===== config.mk =====
export PLATFORM = sky130hd
export DESIGN_NAME = echo_level_averager
export DESIGN_NICKNAME = d
export VERILOG_FILES = /design/src/rtl/core/ela_pkg.sv /design/src/rtl/core/ela_div.sv /design/src/rtl/core/echo_level_averager.sv
export SDC_FILE = /design/constraint.sdc
export NUM_CORES = 1
export LEC_CHECK = 0
export ABC_CLOCK_PERIOD_IN_PS = 6980
export BUFFER_PORTS_ARGS = -buffer_cell sky130_fd_sc_hd__buf_2
export CAP_MARGIN = 10
export CORE_MARGIN = 10
export CORE_UTILIZATION = 50
export DETAILED_ROUTE_END_ITERATION = 8
export GPL_ROUTABILITY_DRIVEN = 0
export PLACE_DENSITY = 0.65
export SYNTH_ARGS = -nofsm -noshare
export SYNTH_HDL_FRONTEND = slang
export SYNTH_HIERARCHICAL = 1
export SYNTH_SLANG_ARGS = --single-unit

===== constraint.sdc =====
create_clock -name clk -period 6.98 [get_ports clk]
set_input_delay 0 -clock clk [delete_from_list [all_inputs] [get_ports clk]]
set_output_delay 0 -clock clk [all_outputs]
set_load 0.03 [all_outputs]

===== src/rtl/core/ela_pkg.sv =====
// ----------------------------------------------------------------------------
// ela_pkg
// shared widths, constants and the sequencer microcode for the echo level
// averager
// ----------------------------------------------------------------------------
package ela_pkg;

    // default ring depth
    localparam int AVG_DEPTH_DEF = 8;

    // field widths
    localparam int ECHO_W  = 16;
    localparam int DIST_W  = 17;
    localparam int PCT_W   = 15;
    localparam int TANK_W  = 9;
    localparam int OFFS_W  = 7;
    localparam int CFG_W   = 9;

    // register index port
    localparam int CFG_IDX_W = 1;
    localparam logic [CFG_IDX_W-1:0] REG_TANK_HEIGHT   = 1'b0;
    localparam logic [CFG_IDX_W-1:0] REG_SENSOR_OFFSET = 1'b1;

    // register reset values
    localparam logic [TANK_W-1:0] TANK_RESET = 9'd200;
    localparam logic [OFFS_W-1:0] OFFS_RESET = 7'd0;

    // microseconds to q8 centimetres: echo * 4496 >> 10
    localparam int US_MUL_W = 13;
    localparam logic [US_MUL_W-1:0] US_TO_Q8_MUL = 13'd4496;
    localparam int US_SHIFT = 10;
    localparam int PROD_W   = ECHO_W + US_MUL_W;
    localparam int RAW_W    = PROD_W - US_SHIFT;

    // span (tank + offset) in q8
    localparam int SPAN_W   = TANK_W + 1 + 8;

    localparam logic [DIST_W-1:0] DIST_MAX   = 17'h1FFFF;
    localparam logic [DIST_W-1:0] MEAN_RESET = 17'd25600;
    localparam logic [PCT_W-1:0]  PCT_MAX    = 15'd25600;

    // percent scale
    localparam int PCT_SCALE_W = 7;
    localparam logic [PCT_SCALE_W-1:0] PCT_SCALE = 7'd100;
    localparam int PCT_PROD_W = DIST_W + PCT_SCALE_W;

    // sequencer
    localparam int PC_W = 4;
    typedef logic [PC_W-1:0] pc_t;

    typedef enum logic [3:0] {
        OP_WAIT,
        OP_MUL,
        OP_CLAMP,
        OP_ACCUM,
        OP_DIV_MEAN,
        OP_DIV_RUN,
        OP_MEAN,
        OP_LEVEL,
        OP_MUL_PCT,
        OP_DIV_PCT,
        OP_PCT,
        OP_EMIT,
        OP_NOP
    } op_t;

    typedef enum logic [2:0] {
        COND_NEXT,
        COND_ALWAYS,
        COND_NO_BEAT,
        COND_TIMEOUT,
        COND_DIV_BUSY,
        COND_OUT_BLOCKED
    } cond_t;

    typedef struct packed {
        op_t   op;
        cond_t cond;
        pc_t   target;
    } uword_t;

    localparam pc_t STEP_WAIT     = 4'd0;
    localparam pc_t STEP_MUL      = 4'd1;
    localparam pc_t STEP_CLAMP    = 4'd2;
    localparam pc_t STEP_ACCUM    = 4'd3;
    localparam pc_t STEP_DIV_MEAN = 4'd4;
    localparam pc_t STEP_RUN_MEAN = 4'd5;
    localparam pc_t STEP_MEAN     = 4'd6;
    localparam pc_t STEP_LEVEL    = 4'd7;
    localparam pc_t STEP_MUL_PCT  = 4'd8;
    localparam pc_t STEP_DIV_PCT  = 4'd9;
    localparam pc_t STEP_RUN_PCT  = 4'd10;
    localparam pc_t STEP_PCT      = 4'd11;
    localparam pc_t STEP_EMIT     = 4'd12;
    localparam pc_t STEP_RETURN   = 4'd13;

    // control store: jump to target when the condition holds, else step on
    function automatic uword_t ucode_rom(input pc_t pc);
        uword_t w;
        begin
            case (pc)
                STEP_WAIT:     w = '{OP_WAIT,     COND_NO_BEAT,     STEP_WAIT};
                STEP_MUL:      w = '{OP_MUL,      COND_TIMEOUT,     STEP_LEVEL};
                STEP_CLAMP:    w = '{OP_CLAMP,    COND_NEXT,        STEP_WAIT};
                STEP_ACCUM:    w = '{OP_ACCUM,    COND_NEXT,        STEP_WAIT};
                STEP_DIV_MEAN: w = '{OP_DIV_MEAN, COND_NEXT,        STEP_WAIT};
                STEP_RUN_MEAN: w = '{OP_DIV_RUN,  COND_DIV_BUSY,    STEP_RUN_MEAN};
                STEP_MEAN:     w = '{OP_MEAN,     COND_NEXT,        STEP_WAIT};
                STEP_LEVEL:    w = '{OP_LEVEL,    COND_NEXT,        STEP_WAIT};
                STEP_MUL_PCT:  w = '{OP_MUL_PCT,  COND_NEXT,        STEP_WAIT};
                STEP_DIV_PCT:  w = '{OP_DIV_PCT,  COND_NEXT,        STEP_WAIT};
                STEP_RUN_PCT:  w = '{OP_DIV_RUN,  COND_DIV_BUSY,    STEP_RUN_PCT};
                STEP_PCT:      w = '{OP_PCT,      COND_NEXT,        STEP_WAIT};
                STEP_EMIT:     w = '{OP_EMIT,     COND_OUT_BLOCKED, STEP_EMIT};
                STEP_RETURN:   w = '{OP_NOP,      COND_ALWAYS,      STEP_WAIT};
                default:       w = '{OP_NOP,      COND_ALWAYS,      STEP_WAIT};
            endcase
            return w;
        end
    endfunction

endpackage


===== src/rtl/core/ela_div.sv =====
// ----------------------------------------------------------------------------
// ela_div
// restoring unsigned divider, one quotient bit per cycle
// ----------------------------------------------------------------------------
module ela_div #(
    parameter int NUM_W = 24,
    parameter int DEN_W = 9
) (
    input  logic             clk,
    input  logic             rst_n,
    input  logic             start,
    input  logic [NUM_W-1:0] dividend,
    input  logic [DEN_W-1:0] divisor,
    output logic             busy,
    output logic [NUM_W-1:0] quotient
);
    localparam int CNT_W = $clog2(NUM_W + 1);

    logic [CNT_W-1:0] cnt_reg, cnt_next;
    logic [DEN_W-1:0] rem_reg, rem_next;
    logic [NUM_W-1:0] quo_reg, quo_next;
    logic [DEN_W-1:0] den_reg, den_next;
    logic [DEN_W:0]   shifted;
    logic [DEN_W:0]   diff;
    logic             fits;

    assign busy     = (cnt_reg != '0);
    assign quotient = quo_reg;

    // shift in the next dividend bit and try the subtract
    assign shifted = {rem_reg, quo_reg[NUM_W-1]};
    assign fits    = (shifted >= {1'b0, den_reg});
    assign diff    = shifted - {1'b0, den_reg};

    always_comb
    begin
        cnt_next = cnt_reg;
        rem_next = rem_reg;
        quo_next = quo_reg;
        den_next = den_reg;
        if (start)
        begin
            cnt_next = CNT_W'(NUM_W);
            rem_next = '0;
            quo_next = dividend;
            den_next = divisor;
        end
        else if (busy)
        begin
            cnt_next = cnt_reg - CNT_W'(1);
            rem_next = fits ? diff[DEN_W-1:0] : shifted[DEN_W-1:0];
            quo_next = {quo_reg[NUM_W-2:0], fits};
        end
    end

    always_ff @(posedge clk or negedge rst_n)
    begin
        if (!rst_n)
        begin
            cnt_reg <= '0;
        end
        else
        begin
            cnt_reg <= cnt_next;
        end
    end

    always_ff @(posedge clk)
    begin
        rem_reg <= rem_next;
        quo_reg <= quo_next;
        den_reg <= den_next;
    end

endmodule


===== src/rtl/core/echo_level_averager.sv =====
// ----------------------------------------------------------------------------
// echo_level_averager
// ultrasonic echo width to distance, moving average over a ring of samples,
// liquid level and fill percentage, run by a small microcoded sequencer
// ----------------------------------------------------------------------------
//
//  channel  | signals                                         | direction
//  ---------+-------------------------------------------------+----------
//  input    | in_valid, in_ready, echo_us                     | in beat
//  output   | out_valid, out_ready, distance_q8, level_q8,    | out beat
//           | percent_q8, timed_out                           |
//  config   | cfg_we, cfg_index, cfg_data                     | write only
//
//  in_ready is high only at the wait step, so it stays low from the beat that
//  takes an echo until the sequencer is back there; a timeout echo skips the
//  clamp, ring and mean steps; both divisions (mean by fill count, percent by
//  tank height) go through one shared divider at one quotient bit per cycle
//  one echo is worked at a time; the result sits in an output register, so a
//  stalled out_ready only holds the sequencer at its emit step
//  reset sets the sequencer, registers and mean to their reset values and clears
//  the ring pointer, fill flag and sum; ring entries only leave the sum once the ring has filled
//
module echo_level_averager #(
    parameter int AVG_DEPTH = ela_pkg::AVG_DEPTH_DEF
) (
    input  logic                             clk,
    input  logic                             rst_n,
    // input beats
    input  logic                             in_valid,
    output logic                             in_ready,
    input  logic [ela_pkg::ECHO_W-1:0]       echo_us,
    // output beats
    output logic                             out_valid,
    input  logic                             out_ready,
    output logic [ela_pkg::DIST_W-1:0]       distance_q8,
    output logic [ela_pkg::DIST_W-1:0]       level_q8,
    output logic [ela_pkg::PCT_W-1:0]        percent_q8,
    output logic                             timed_out,
    // register writes
    input  logic                             cfg_we,
    input  logic [ela_pkg::CFG_IDX_W-1:0]    cfg_index,
    input  logic [ela_pkg::CFG_W-1:0]        cfg_data
);
    import ela_pkg::*;

    // ring and divider sizing
    localparam int SLOT_W  = (AVG_DEPTH > 1) ? $clog2(AVG_DEPTH) : 1;
    localparam int SUM_W   = DIST_W + $clog2(AVG_DEPTH);
    localparam int FILL_W  = $clog2(AVG_DEPTH + 1);
    localparam int DEN_W   = (FILL_W > TANK_W) ? FILL_W : TANK_W;
    localparam int NUM_W   = (SUM_W > PCT_PROD_W) ? SUM_W : PCT_PROD_W;

    // sequencer
    pc_t    pc_reg, pc_next;
    uword_t uw;
    logic   cond_hit;

    // configuration
    logic [TANK_W-1:0] tank_reg, tank_next;
    logic [OFFS_W-1:0] offs_reg, offs_next;

    // averaging state
    logic [SLOT_W-1:0] slot_reg, slot_next;
    logic              full_reg, full_next;
    logic [SUM_W-1:0]  sum_reg, sum_next;
    logic [DIST_W-1:0] mean_reg, mean_next;

    // working registers
    logic [ECHO_W-1:0]     echo_reg, echo_next;
    logic                  tmo_reg, tmo_next;
    logic [PROD_W-1:0]     prod_reg, prod_next;
    logic [DIST_W-1:0]     samp_reg, samp_next;
    logic [DIST_W-1:0]     rd_reg;
    logic [DIST_W-1:0]     lvl_reg, lvl_next;
    logic [PCT_PROD_W-1:0] pprod_reg, pprod_next;
    logic [PCT_W-1:0]      pct_reg, pct_next;

    // output register
    logic              ovld_reg, ovld_next;
    logic [DIST_W-1:0] odist_reg, odist_next;
    logic [DIST_W-1:0] olvl_reg, olvl_next;
    logic [PCT_W-1:0]  opct_reg, opct_next;
    logic              otmo_reg, otmo_next;

    // sample ring
    logic [DIST_W-1:0] ring_mem [AVG_DEPTH];

    // datapath signals
    logic                  in_beat;
    logic                  out_blocked;
    logic                  emit_fire;
    logic                  div_start;
    logic                  div_busy;
    logic [NUM_W-1:0]      div_num;
    logic [DEN_W-1:0]      div_den;
    logic [NUM_W-1:0]      div_quo;
    logic [DEN_W-1:0]      fill_cnt;
    logic [TANK_W:0]       span_cm;
    logic [SPAN_W-1:0]     span_q8;
    logic [DIST_W-1:0]     clamp_lim;
    logic [RAW_W-1:0]      dist_raw;
    logic [SPAN_W-1:0]     mean_ext;
    logic [SPAN_W-1:0]     span_diff;
    logic [DIST_W-1:0]     tank_q8;

    assign uw          = ucode_rom(pc_reg);
    assign in_ready    = (uw.op == OP_WAIT);
    assign in_beat     = in_valid && in_ready;
    assign out_blocked = ovld_reg && !out_ready;
    assign emit_fire   = (uw.op == OP_EMIT) && !out_blocked;

    assign out_valid   = ovld_reg;
    assign distance_q8 = odist_reg;
    assign level_q8    = olvl_reg;
    assign percent_q8  = opct_reg;
    assign timed_out   = otmo_reg;

    // ---------------------------------------------------------------- sequencer
    always_comb
    begin
        case (uw.cond)
            COND_NEXT:        cond_hit = 1'b0;
            COND_ALWAYS:      cond_hit = 1'b1;
            COND_NO_BEAT:     cond_hit = !in_beat;
            COND_TIMEOUT:     cond_hit = tmo_reg;
            COND_DIV_BUSY:    cond_hit = div_busy;
            COND_OUT_BLOCKED: cond_hit = out_blocked;
            default:          cond_hit = 1'b1;
        endcase
    end

    always_comb
    begin
        pc_next = cond_hit ? uw.target : pc_reg + pc_t'(1);
    end

    // ------------------------------------------------------- shared arithmetic
    // span of tank plus offset, q8; the distance clamp saturates at 17 bits
    assign span_cm   = {1'b0, tank_reg} + (TANK_W + 1)'(offs_reg);
    assign span_q8   = {span_cm, 8'b0};
    assign clamp_lim = (span_q8 > SPAN_W'(DIST_MAX)) ? DIST_MAX : span_q8[DIST_W-1:0];
    assign dist_raw  = prod_reg[PROD_W-1:US_SHIFT];
    assign mean_ext  = SPAN_W'(mean_reg);
    assign span_diff = span_q8 - mean_ext;
    assign tank_q8   = {tank_reg, 8'b0};

    // entries held after this sample went in
    assign fill_cnt  = full_reg ? DEN_W'(AVG_DEPTH) : DEN_W'(slot_reg);

    // divider operands chosen by the control word
    assign div_start = (uw.op == OP_DIV_MEAN) || (uw.op == OP_DIV_PCT);
    assign div_num   = (uw.op == OP_DIV_PCT) ? NUM_W'(pprod_reg) : NUM_W'(sum_reg);
    assign div_den   = (uw.op == OP_DIV_PCT) ? DEN_W'(tank_reg) : fill_cnt;

    ela_div #(
        .NUM_W (NUM_W),
        .DEN_W (DEN_W)
    ) u_div (
        .clk      (clk),
        .rst_n    (rst_n),
        .start    (div_start),
        .dividend (div_num),
        .divisor  (div_den),
        .busy     (div_busy),
        .quotient (div_quo)
    );

    // ---------------------------------------------------------------- datapath
    always_comb
    begin
        tank_next  = tank_reg;
        offs_next  = offs_reg;
        slot_next  = slot_reg;
        full_next  = full_reg;
        sum_next   = sum_reg;
        mean_next  = mean_reg;
        echo_next  = echo_reg;
        tmo_next   = tmo_reg;
        prod_next  = prod_reg;
        samp_next  = samp_reg;
        lvl_next   = lvl_reg;
        pprod_next = pprod_reg;
        pct_next   = pct_reg;

        // the user must write registers only while idle; the block does not enforce it
        if (cfg_we)
        begin
            case (cfg_index)
                REG_TANK_HEIGHT:   tank_next = cfg_data[TANK_W-1:0];
                REG_SENSOR_OFFSET: offs_next = cfg_data[OFFS_W-1:0];
                default:           tank_next = tank_reg;
            endcase
        end

        case (uw.op)
            OP_WAIT:
            begin
                if (in_beat)
                begin
                    echo_next = echo_us;
                    tmo_next  = (echo_us == '0);
                end
            end
            OP_MUL:
            begin
                prod_next = PROD_W'(echo_reg) * PROD_W'(US_TO_Q8_MUL);
            end
            OP_CLAMP:
            begin
                samp_next = (dist_raw > RAW_W'(clamp_lim)) ? clamp_lim
                                                           : dist_raw[DIST_W-1:0];
            end
            OP_ACCUM:
            begin
                // drop the oldest entry once the ring has wrapped
                sum_next = sum_reg - (full_reg ? SUM_W'(rd_reg) : SUM_W'(0))
                           + SUM_W'(samp_reg);
                if (slot_reg == SLOT_W'(AVG_DEPTH - 1))
                begin
                    slot_next = '0;
                    full_next = 1'b1;
                end
                else
                begin
                    slot_next = slot_reg + SLOT_W'(1);
                end
            end
            OP_MEAN:
            begin
                mean_next = div_quo[DIST_W-1:0];
            end
            OP_LEVEL:
            begin
                // level from the held mean, clamped to 0..tank
                if (mean_ext > span_q8)
                    lvl_next = '0;
                else if (span_diff > SPAN_W'(tank_q8))
                    lvl_next = tank_q8;
                else
                    lvl_next = span_diff[DIST_W-1:0];
            end
            OP_MUL_PCT:
            begin
                pprod_next = PCT_PROD_W'(lvl_reg) * PCT_PROD_W'(PCT_SCALE);
            end
            OP_PCT:
            begin
                // empty tank height reads as zero percent
                if (tank_reg == '0)
                    pct_next = '0;
                else if (div_quo > NUM_W'(PCT_MAX))
                    pct_next = PCT_MAX;
                else
                    pct_next = div_quo[PCT_W-1:0];
            end
            default:
            begin
                tmo_next = tmo_reg;
            end
        endcase
    end

    // ---------------------------------------------------------- output register
    always_comb
    begin
        ovld_next  = ovld_reg;
        odist_next = odist_reg;
        olvl_next  = olvl_reg;
        opct_next  = opct_reg;
        otmo_next  = otmo_reg;
        if (emit_fire)
        begin
            ovld_next  = 1'b1;
            odist_next = mean_reg;
            olvl_next  = lvl_reg;
            opct_next  = pct_reg;
            otmo_next  = tmo_reg;
        end
        else if (ovld_reg && out_ready)
        begin
            ovld_next = 1'b0;
        end
    end

    // ---------------------------------------------------------------- registers
    always_ff @(posedge clk or negedge rst_n)
    begin
        if (!rst_n)
        begin
            pc_reg   <= STEP_WAIT;
            tank_reg <= TANK_RESET;
            offs_reg <= OFFS_RESET;
            slot_reg <= '0;
            full_reg <= 1'b0;
            sum_reg  <= '0;
            mean_reg <= MEAN_RESET;
            ovld_reg <= 1'b0;
        end
        else
        begin
            pc_reg   <= pc_next;
            tank_reg <= tank_next;
            offs_reg <= offs_next;
            slot_reg <= slot_next;
            full_reg <= full_next;
            sum_reg  <= sum_next;
            mean_reg <= mean_next;
            ovld_reg <= ovld_next;
        end
    end

    always_ff @(posedge clk)
    begin
        echo_reg  <= echo_next;
        tmo_reg   <= tmo_next;
        prod_reg  <= prod_next;
        samp_reg  <= samp_next;
        lvl_reg   <= lvl_next;
        pprod_reg <= pprod_next;
        pct_reg   <= pct_next;
        odist_reg <= odist_next;
        olvl_reg  <= olvl_next;
        opct_reg  <= opct_next;
        otmo_reg  <= otmo_next;
    end

    // ring: oldest entry read ahead of the store into the same slot
    always_ff @(posedge clk)
    begin
        if (uw.op == OP_MUL)
            rd_reg <= ring_mem[slot_reg];
        if (uw.op == OP_ACCUM)
            ring_mem[slot_reg] <= samp_reg;
    end

endmodule


After elaboration in Yosys (flattened, before gate mapping). Memories as Yosys holds them, arrays and structs flattened. A register that Yosys moved wholly into a read port is not among the register bits. Cells that the tools add are included.

$add $sub $neg: 8. Multipliers: 2. Magnitude comparators: 6. Equality and inequality tests: 15. Mux-type cells: 20. Bitwise logic cells: 1. Reduce and logical (&&, ||, !) cells: 21.

Operators with widths (count): $mux 24 (3); $mux 17 (4); $mul 16x9->25 const B (1); $gt 24x15->1 const B (1); $mul 17x5->22 const B (1); $add 20x17->20 (1); $sub 20x17->20 (1); $gt 19x17->1 (1); $gt 17x18->1 (1); $gt 18x17->1 (1); $gt 18x17->1 const B (1); $mux 9 (2); $sub 18x17->18 (1); $eq 4x4->1 const B (4); $logic_not 16->1 (1); $mux 15 (1); $eq 4x3->1 const B (3); $add 9x7->10 (1); $ge 10x9->1 (1); $mux 5 (2); $eq 3x3->1 const B (3); $logic_not 9->1 (1); $sub 9x9->9 (1); $eq 4x2->1 const B (2); 19 further kinds (34).

Register bits after elaboration: 272. Bits in writable memories: 136. Memory bits (read-only): 176. Input bits: 31. Word-level logic and storage cells: 100. Memories kept: 2.

Memories: (name not given) (words 16, bits a word 11, read ports 1, clocked after Yosys merged registers in 0, write ports 0, RTL line ela_pkg.sv:101) `case (pc)`; ring_mem (words 8, bits a word 17, read ports 1, clocked after Yosys merged registers in 1, write ports 1, RTL line echo_level_averager.sv:86) `logic [DIST_W-1:0] ring_mem [AVG_DEPTH];`.

Logic depth before layout (Yosys ltp). An unclocked memory read counts as a cell.

Depth after elaboration: 6. Depth in mapped cells: 22. Gate-level depth less buffers: 21.

Hierarchy. The synthesis kept the hierarchy.

By module, submodules not included: echo_level_averager (instances 1, cells each 1732, area each 20573.5 µm², seq. area each 10867.9 µm²); ela_div (instances 1, cells each 199, area each 2506.2 µm², seq. area each 1296.2 µm²).

Worst setup path after synthesis. No wires, ideal clock.

Path type: register to register. Start point: register pc_reg[0]. End point: register odist_reg[0] (netlist: distance_q8[0]) (enable). Library setup time: 0.530 ns. Data arrival time: 5.005 ns. Setup slack: 1.445 ns. Stages on the path, launching flop included: 8. Path buffers: 1. Clock period less this slack: 5.535 ns. Cell sequence: dfrtp_1 inv_1 ha_1 nor2b_1 a21oi_1 nand3_1 clkbuf_1 nor3b_1.

Cells in the longest elaborated chain, start to end: 3.

RTL lines: start: declaration (RTL line echo_level_averager.sv:54) `pc_t pc_reg, pc_next;`; start signal: assignment (RTL line echo_level_averager.sv:301) `pc_reg <= pc_next;`; $mem_v2 16x11; $eq 4x4->1 (RTL line echo_level_averager.sv:110) `assign emit_fire = (uw.op == OP_EMIT) && !out_blocked;`; $logic_and 1x1->1 (RTL line echo_level_averager.sv:110); net emit_fire (RTL line echo_level_averager.sv:91) `logic emit_fire;`; end signal: assignment (RTL line echo_level_averager.sv:321) `odist_reg <= odist_next;`; end: declaration (RTL line echo_level_averager.sv:80) `logic [DIST_W-1:0] odist_reg, odist_next;`.

The timed path passes the listed nets, and every way through them passes these cells. A chain may end at the register's enable or synchronous reset.

Worst setup path in the final report.
Start point: register tank_reg[0]. End point: register lvl_reg[12] (data pin).

Cells in the longest elaborated chain, start to end: 4. Elaborated cells on any way between the ends: 5. Classes of those cells: add/sub: 2; order compare: 2; mux: 1.

RTL lines: start: declaration (RTL line echo_level_averager.sv:59) `logic [TANK_W-1:0] tank_reg, tank_next;`; start signal: assignment (RTL line echo_level_averager.sv:302) `tank_reg <= tank_next;`; $add 9x7->10 (RTL line echo_level_averager.sv:139) `assign span_cm = {1'b0, tank_reg} + (TANK_W + 1)'(offs_reg);`; $sub 18x17->18 (RTL line echo_level_averager.sv:144) `assign span_diff = span_q8 - mean_ext;`; $gt 18x17->1 (RTL line echo_level_averager.sv:237) `else if (span_diff > SPAN_W'(tank_q8))`; $mux 17 (RTL line echo_level_averager.sv:237); end signal: assignment (RTL line echo_level_averager.sv:318) `lvl_reg <= lvl_next;`; end: declaration (RTL line echo_level_averager.sv:74) `logic [DIST_W-1:0] lvl_reg, lvl_next;`.

Several ways; a longest one is shown, not always the timed one.

==> impl_metrics.json <==
{
  "status": "completed",
  "nets": 2356,
  "whs_ns": 0.0421,
  "start_util_pct": 50.7,
  "synth_edf_count": 343,
  "end_kind": "flop",
  "firstDrtPassIters": 5,
  "setup_tns_ns": 0,
  "grt_max_degree": 63,
  "fill_cells": 3775,
  "synthFlopType": "edfxtp_1",
  "postCtsSetupRepairBufs": 0,
  "ys_ff_latch": 419,
  "stdcell_count": 2701,
  "diodes": 0,
  "tightest_slew_ns": 1.18,
  "avgSynthCellArea_um2": 12.0,
  "power_density_mw_per_mm2": 549,
  "viasPerCell": 5.61,
  "clock.fmax_ghz": 0.194,
  "endpoint": "lvl_reg[12]",
  "period_minus_slack_ns": 5.16,
  "r2r_end": "lvl_reg[12]",
  "grt_pass1_wl_um": 83800,
  "vias": 15200,
  "largest_reg_flops": 136,
  "dieArea_mm2": 0.0552,
  "numCtsBuffers": 45,
  "arrival_ns": 5.57,
  "first_iter_violations": 1105,
  "grt_usage_pct": 18.8,
  "syn_nets": 2221,
  "async_flop_share_pct": 16.0,
  "ys_types": 89,
  "hold_viol": 0,
  "drive_gt1_share_pct": 12.8,
  "grt_pass1_vias": 15400,
  "min_period_over_period_pct": 74.0,
  "remaining_drc_errors": 0,
  "root_buffer": "clkbuf_16",
  "drt-total-wl_um": 52800,
  "critPathLaunch": "tank_reg[0]",
  "die_x_um": 235,
  "r2r_setup_slack_ns": 1.82,
  "crit_required_ns": 7.39,
  "post-route-util_pct": 57.4,
  "startpoint_type": "flop",
  "preCtsSetupSlack_ns": 1.94,
  "slew_headroom_pct": 21.5,
  "syn2layout_area_growth_pct": 13.1,
  "final_cell_area_mm2": 0.0261,
  "clk_pin_slew_ns": 0.06,
  "place_hpwl_um": 38100,
  "setup_ws_ns": 1.82,
  "rsz0062_at_grt": "false",
  "cts_tree": "done",
  "grt-ovfl-total": 0,
  "cp_max_fo": 10,
  "p_leak_nw": 10.7,
  "rr_startpoint": "tank_reg[0]",
  "synth_area_mm2": 0.0231,
  "ys_seq_area_share_pct": 52.7,
  "drv_slew": 0,
  "io_pins": 83,
  "cts_buffer_depth": 3,
  "yosys_warnings": 6,
  "finalSetupViolCount": 0,
  "skew_ns": 0.0214,
  "worstSkewPairLatency_ns": 0.58,
  "power_mw": 14.3,
  "die_height_um": 235,
  "place_area_mm2": 0.0242,
  "reg2reg_depth": 21,
  "rows": 78,
  "io_buffers": 82,
  "wl_per_cell_um": 19.6,
  "cts.sinks": 419,
  "min_path_type": "primary input to flop",
  "ant_nets": 0,
  "coreArea_mm2": 0.0455,
  "dp_cells": 2577,
  "drv_cap": 0,
  "netlist_instances": 1931,
  "worstSetupPathType": "flop to flop",
  "htreeDepth": 2,
  "antenna_found_initial": 2,
  "vdd_ir_drop_max_mv": 0.356
}
## final cells by class
class,count,area [um2],share of cell area [%]
Clock buffer,51,1170,4.48
Clock inverter,31,273,1.05
Inverter,260,978,3.75
Multi-Input combinational cell,1202,9820,37.6
Sequential cell,419,12200,46.6
Tap cell,600,751,2.88
Timing Repair Buffer,138,943,3.62
## where the power goes
part | total (mW) | leakage, nW | internal (mW) | switching (mW)
Clock | 2.32 | 0.704 | 1.33 | 0.995
Combinational | 7.65 | 5.98 | 3.22 | 4.44
Sequential | 4.36 | 4.05 | 3.77 | 0.590
## layer usage
metal  vias to the layer above  wire [um]  track usage (%)
met1                      7436      22800             24.4
li1                       7204          -                -
met2                       430      25700             31.9
met4                         0       1430             6.14
met3                        87       2890             2.69
met5                         -          0                0
## worst min path at each step
stage / cells past startpoint / startpoint / slack (ns) / to
6_report: 3 / cfg_we / 0.04 / offs_reg[2]
5_1_grt: 3 / cfg_we / 0.06 / offs_reg[5]
4_1_cts: 3 / cfg_we / 0.01 / offs_reg[2]
3_5_place_dp: 1 / rst_n / -0.18 / sum_reg[11]
3_3_place_gp: 1 / rst_n / -0.18 / sum_reg[11]
2_1_floorplan: 0 / rst_n / -0.30 / full_reg
## critical path, cell delays in order, from the launching register on
cell       delay (ns)
dfrtp_1          0.45
ha_1             0.20
inv_1            0.05
fa_1             0.40
nor2b_1          0.12
o21ai_0          0.10
a21boi_0         0.25
o21ai_0          0.13
and3_1           0.19
nor2_1           0.14
ha_1             0.30
a21o_1           0.20
a21oi_1          0.20
o21ai_2          0.10
xor2_1           0.17
ha_1             0.31
nand4_1          0.09
or4_1            0.54
a2111oi_2        0.30
a21o_1           0.31
nand2_4          0.18
a211oi_2         0.24
## logic make-up (layout without fill, tap and decap cells)
family	count (synthesis)	count (layout)	share of synthesized area [%]
and+or+nand+nor	431	431	9.76
AOI/OAI and AO/OA	393	393	11.4
adders and majority gates	259	259	15.8
buffers and inverters	310	480	5.23
muxes	48	48	2.30
xor gates and xnor gates	71	71	2.81
DFF	419	419	52.7
## synthesized netlist by cell type, types with 10 or more instances
library cell / count / area, um2
edfxtp_1: 343 / 10300
inv_1: 257 / 965
ha_1: 205 / 2560
nand2_1: 124 / 465
o21ai_0: 105 / 526
nor2_1: 87 / 327
a21oi_1: 73 / 365
a22oi_1: 68 / 510
dfrtp_1: 61 / 1530
fa_1: 54 / 1080
and2_1: 43 / 269
xnor2_1: 43 / 377
a21o_1: 42 / 315
clkbuf_1: 41 / 154
mux2_2: 40 / 450
nor3_1: 31 / 155
nand4_1: 30 / 188
xor2_1: 26 / 228
nand3_1: 24 / 120
nand2b_1: 14 / 87.6
a211oi_1: 13 / 97.6
nor2b_1: 13 / 81.3
o21a_1: 11 / 82.6
nor4_1: 10 / 62.6
## repair_timing
item	4_1_cts	5_1_grt
endpoints found under the hold margin	94	0
hold buffers	41	0
resized for setup	0	0
## layout by cell type (no fill, tap or decap), types with 7 or more instances in the layout
| cell type | instances |
|---|---|
| o21bai_1 | 7 |
| nor3_1 | 28 |
| and3_1 | 7 |
| a21o_1 | 42 |
| edfxtp_1 | 343 |
| nand3_1 | 24 |
| dfrtp_1 | 61 |
| nor4_1 | 10 |
| a211oi_1 | 13 |
| a21oi_1 | 73 |
| inv_1 | 257 |
| fa_1 | 54 |
| nand2_1 | 124 |
| and2_1 | 43 |
| buf_2 | 81 |
| clkinv_1 | 8 |
| o31ai_1 | 9 |
| nor2b_1 | 13 |
| xnor2_1 | 43 |
| o21a_1 | 11 |
| buf_4 | 15 |
| nand2b_1 | 14 |
| dfxtp_1 | 9 |
| mux2_2 | 40 |
| dlygate4sd3_1 | 41 |
| mux2i_1 | 8 |
| ha_1 | 205 |
| o21ai_0 | 105 |
| a22oi_1 | 68 |
| clkinv_2 | 11 |
| nor2_1 | 81 |
| nand4_1 | 30 |
| xor2_1 | 26 |
| clkbuf_16 | 46 |
No activity file was read; power rests on OpenSTA's default activity.
